<file path="config.mk">
export PLATFORM = sky130hd
export DESIGN_NAME = gcws_cell_alu
export DESIGN_NICKNAME = d
export VERILOG_FILES = /design/src/rtl/core/grid_cost_wavefront_spread_assert.svh /design/src/rtl/core/gcws_pkg.sv /design/src/rtl/core/gcws_cell_alu.sv
export SDC_FILE = /design/constraint.sdc
export NUM_CORES = 1
export LEC_CHECK = 0
export ABC_AREA = 1
export BUFFER_PORTS_ARGS = -buffer_cell sky130_fd_sc_hd__clkbuf_2
export CELL_PAD_IN_SITES_DETAIL_PLACEMENT = 1
export CELL_PAD_IN_SITES_GLOBAL_PLACEMENT = 2
export CORE_UTILIZATION = 26
export DETAILED_ROUTE_END_ITERATION = 7
export PLACE_DENSITY_LB_ADDON = 0.1
export SLEW_MARGIN = 10
export SYNTH_ARGS = -nofsm -noshare
export SYNTH_HDL_FRONTEND = slang
export SYNTH_SLANG_ARGS = --single-unit
</file>
<file path="constraint.sdc">
create_clock -name vclk -period 6.58
set_input_delay 0.329 -clock vclk [all_inputs]
set_output_delay 0.329 -clock vclk [all_outputs]
set_load 0.05 [all_outputs]
</file>
<file path="src/rtl/core/grid_cost_wavefront_spread_assert.svh">
// Assertion macros for the wavefront spread block.
// Each macro expects clk_i and rst_ni to be visible where it is used.
`ifndef GRID_COST_WAVEFRONT_SPREAD_ASSERT_SVH
`define GRID_COST_WAVEFRONT_SPREAD_ASSERT_SVH

// The consequent must hold in the same cycle as the antecedent.
`define GCWS_ASSERT_SAME(label, ante, cons, msg) \
  label: assert property (@(posedge clk_i) disable iff (!rst_ni) (ante) |-> (cons)) \
    else $error(msg);

// The consequent must hold in the cycle after the antecedent.
`define GCWS_ASSERT_NEXT(label, ante, cons, msg) \
  label: assert property (@(posedge clk_i) disable iff (!rst_ni) (ante) |=> (cons)) \
    else $error(msg);

`endif

</file>
<file path="src/rtl/core/gcws_pkg.sv">
package gcws_pkg;

  // Operation codes of an input request.
  typedef enum logic [1:0] {
    OP_WRITE_COST  = 2'd0,
    OP_START_TIMER = 2'd1,
    OP_TICK        = 2'd2,
    OP_READ_CELL   = 2'd3
  } op_e;

  localparam int unsigned CoordW   = 6;
  localparam int unsigned CostW    = 16;
  localparam int unsigned TimeW    = 32;
  localparam int unsigned GridRegW = 7;
  localparam int unsigned CfgIdxW  = 8;

  // Configuration register indexes.
  localparam logic [CfgIdxW-1:0] CFG_GRID_WIDTH  = 8'd0;
  localparam logic [CfgIdxW-1:0] CFG_GRID_HEIGHT = 8'd1;

  localparam logic [GridRegW-1:0] GridDimReset = 7'd64;

  typedef struct packed {
    op_e               operation;
    logic [CoordW-1:0] cell_x;
    logic [CoordW-1:0] cell_y;
    logic [CostW-1:0]  cost_value;
    logic [TimeW-1:0]  time_value;
  } item_t;

  typedef struct packed {
    logic             did_spread;
    logic             cell_visited;
    logic             cell_active;
    logic [TimeW-1:0] cell_start_time;
    logic [TimeW-1:0] total_time;
  } result_t;

  typedef struct packed {
    logic [CfgIdxW-1:0]  reg_index;
    logic [GridRegW-1:0] reg_wdata;
  } cfg_t;

  // One word of the cell memory.
  typedef struct packed {
    logic             visited;
    logic             active;
    logic [TimeW-1:0] start;
  } cell_t;

  // Firing decision for the cell under the scan.
  typedef struct packed {
    logic             fire;
    logic [TimeW-1:0] fire_time;
  } fire_t;

  // Unsigned add that sticks at all ones.
  function automatic logic [TimeW-1:0] sat_add(input logic [TimeW-1:0] a,
                                               input logic [TimeW-1:0] b);
    logic [TimeW:0] sum;
    sum = {1'b0, a} + {1'b0, b};
    return sum[TimeW] ? {TimeW{1'b1}} : sum[TimeW-1:0];
  endfunction

endpackage

</file>
<file path="src/rtl/core/gcws_cell_alu.sv">
// Per-cell arithmetic: the firing test of the scanned cell and the update
// of a neighbour that is offered a new start time.
module gcws_cell_alu import gcws_pkg::*; (
  input  logic [TimeW-1:0] total_i,
  input  cell_t            cell_i,
  input  logic [CostW-1:0] cost_i,
  input  logic [TimeW-1:0] offer_time_i,
  output fire_t            fire_o,
  output cell_t            fired_cell_o,
  output cell_t            offered_cell_o
);

  logic [TimeW-1:0] elapsed;
  logic [TimeW-1:0] cost_ext;

  assign cost_ext = TimeW'(cost_i);
  assign elapsed  = total_i - cell_i.start;

  // A cell fires once the time since its start exceeds its cost.
  assign fire_o.fire      = cell_i.active && (total_i >= cell_i.start) && (elapsed > cost_ext);
  assign fire_o.fire_time = sat_add(cell_i.start, cost_ext);

  // A fired cell becomes visited and stops its timer; the start time is kept.
  always_comb begin
    fired_cell_o         = cell_i;
    fired_cell_o.visited = 1'b1;
    fired_cell_o.active  = 1'b0;
  end

  // An unvisited neighbour is started, or lowered to the earlier time.
  always_comb begin
    offered_cell_o = cell_i;
    if (!cell_i.visited) begin
      if (!cell_i.active || (offer_time_i < cell_i.start)) begin
        offered_cell_o.active = 1'b1;
        offered_cell_o.start  = offer_time_i;
      end
    end
  end

endmodule

</file>
# == Yosys cells after proc, flatten, opt, wreduce, memory -nomap -nowiden ==
# Cells that the tools add are included.
# word_totals
out_inout_bits,101
inputBits,114
elab_cells,12
ff_bits,0
# classes
n_lt_le_gt_ge,3
n_reduce_logical,4
n_addsub,2
muxes,3
# op_table
op,count
33-bit 2-to-1 mux,2
32-bit by 16-bit adder with 33-bit output,1
32-bit >= comparator,1
32-bit by 16-bit > comparator with 1-bit output,1
32-bit < comparator,1
32-bit 2-to-1 mux,1
32-bit subtractor,1
1-bit logical AND,2
1-bit logical NOT,1
1-bit logical OR,1

# == Longest topological paths before layout ==
# logic_depth
ltp_word,4
depth_mapped,23
ltp_nobuf,23

# == Worst setup path after synthesis ==
# OpenSTA, ideal clock, no wires.
# synth_path
path_kind,input -> output
start,in total_i[0]
end,out fire_o[32] in the netlist's numbering
arrival_ns,3.035
stages,20
required_ns,6.251
n_path_buf,0
setup_slack_ns,3.216
path_cell_list,inv_1 ha_1 fa_1 inv_1 nand3_1 nand2_1 nand3_1 nand3_1 xor2_1 ha_1 nand4_1 nor2_1 nand2_1 nand2_1 nand2_1 nand3_1 nor2_1 nand2_1 nor2_1 a21oi_1
# synth_rtl
element,line,rtl
"start, declared",gcws_cell_alu.sv:4,"input logic [TimeW-1:0] total_i,"
"end, declared",gcws_cell_alu.sv:8,"output fire_t fire_o,"

==> flow_summary.yaml <==
outcome:
  run_status: "finished with violations"
  violations: "DRC"
worst_setup_path:
  end_kind: "output pin"
  critPathLaunchType: "primary input"
  path_class: "in2out"
  crit_arrival_ps: 3490
  crit_fanout: 33
  worstPathRequired_ps: 6250
timing:
  rsz0062_at_grt: "no"
  setup_viol: 0
  fmax_mhz: 262.1
  slew_headroom_pct: 16.23
  period_minus_slack_ps: 3816
  fin_crit_sh_pct: 57.99
  setup_ws_ps: 2764
  slew_violations: 0
  tightest_slew_ps: 1253
  final.setup.tns_ps: 0
  hold_violations: 0
logic_synthesis:
  synth-compound-area-share_pct: 10.00
  synth_top_family_by_area: "simple AND/OR/NAND/NOR gates"
  ys_warn_count: 0
  syn_nets: 1335
  yosys.area_share.adder_pct: 20.99
  syn_area_per_cell_um2: 5.209
  muxShareOfSynthArea_pct: 0
  synth-simple-area-share_pct: 46.38
  seq_area_frac_synth_pct: 0
  synth_xor_area_share_pct: 3.591
  synth_area_um2: 5854
  synthesis.instances: 1124
  synth_cell_types: 38
cells_and_area:
  multi_input_area_um2: 4747
  layout-drive-gt1-share_pct: 18.58
  design.seq.count: 0
  antennaDiodeCount: 0
  final_nets: 1505
  final_common_cell: "nand2_1"
  nClkBuffers: 0
  regArea_um2: 0
  nFillCells: 3117
  area_delta_synth_final_pct: 18.81
  most-common-layout-cells: "nand2_1 (414), clkbuf_2 (213), inv_1 (204)"
  final_cells: 1572
grt:
  grt_first_pass_wirelength_mm: 39.52
  antenna_found_initial: 1
  grt_use_total_pct: 21.38
  grt_max_degree: 35
  grt_pass1_vias: 7144
  grt_overflow: 0
placement:
  dpl_worst_slack_ps: 2684
  io_buffers: 213
  dpl.cell_count: 1572
  routabilityCongestion: 0.8140
  dp_hpwl_mm: 22.61
floorplanning:
  rows: 54
  core_area_um2: 21960
  io_pins: 215
  start_util_pct: 26.66
  die_x_um: 152.1
  die_h_um: 152.1
  die-area_um2: 23120
detailed_routing:
  routed-wl-met3_um: 877
  finalWirelength_mm: 25.03
  met1_length_mm: 11.60
  met2WireLength_mm: 12.34
  dr.pass1.iters: 7
  maxUsedRoutingLayer: "met5"
  drc: 38
  wl_per_cell_um: 15.92
  drtIter0Drc: 327
  vias_per_cell: 4.620
  vias: 7262
  ant_nets: 0
clocking:
  ctsResizeCount: 0
  hold_buffers: 0
  cts_setup_buffers: 0
worst_hold_path:
  hold_path.class: "in2out"
power_and_ir_drop:
  p_leak_uw: 0.004537
  vdd_drop_max_v: 0.00003585
  p_per_area_nw_per_um2: 118.3
flow_run:
  cap_viol_max_count: 0
[per-stage QoR]
| stage | hold WS, ps | utilization (%) | total power (uW) | area (um^2) |
|---|---|---|---|---|
| final | 981.3 | 31.68 | 822.8 | 6955 |
| after CTS | 984.2 | 31.68 | 833.8 | 6955 |
| after global placement | 984.5 | 31.68 | 825.8 | 6955 |
| after floorplan | 825.1 | - | 603.8 | 5854 |
| after global routing | 988.7 | 31.68 | 911.5 | 6955 |
| after detailed placement | 983.8 | 31.68 | 830.4 | 6955 |
[logic make-up after synthesis]
| family | count (synthesis) |
|---|---|
| adders and majority gates | 97 |
| other | 2 |
| and+or+nand+nor | 640 |
| AOI/OAI and AO/OA | 107 |
| xor gates and xnor gates | 24 |
| buffers and inverters | 254 |
[cell usage after synthesis (6+ instances only)]
master    count  share of area, %
ha_1         95                20
o21bai_1      6              0.77
a21oi_1      67               5.7
nor3_1       19               1.6
or2_2         7              0.75
o21ai_0      22               1.9
nand3_2       8               1.4
clkbuf_1      6              0.38
nand2_1     414                27
buf_4        36               4.6
xor2_1       21               3.1
inv_1       204                13
nand4_1      13               1.4
nand3_1      89               7.6
nor2_1       74               4.7
[routing by layer]
layer / up-vias / track usage [%]
li1: 3841 / -
met1: 3224 / 27.17
met2: 182 / 40.74
met3: 13 / 1.398
met4: 2 / 1.458
met5: - / 0
[where the power goes]
part / switching (uW) / leakage (uW) / internal, uW
Sequential: 0 / 0 / 0
Combinational: 590 / 0.00454 / 233
Clock: 0 / 0 / 0
[final cells by class]
cell class,count,share of cell area (%)
inverter,207,11.17
multi-input combinational,870,68.25
tap,280,5.037
timing repair buffer,215,15.54
[critical path, cell delays in order]
cell,delay [ps]
clkbuf_2,150
inv_1,120
ha_1,300
o21ai_1,70
nand2_1,80
nand3_1,70
a21oi_1,70
o21ai_1,150
nand2_1,110
nand2_1,80
nand2_1,50
nand2_1,50
buf_4,360
nand2_1,840
nand2_1,300
nand2_1,70
clkbuf_2,240
[final timing paths]
check / end / depth (start not counted) / from / slack [ps]
max: offered_cell_o[26] / 17 / cell_i[1] / 2760
min: offered_cell_o[33] / 2 / cell_i[33] / 980
(Power assumes the default switching activity.)
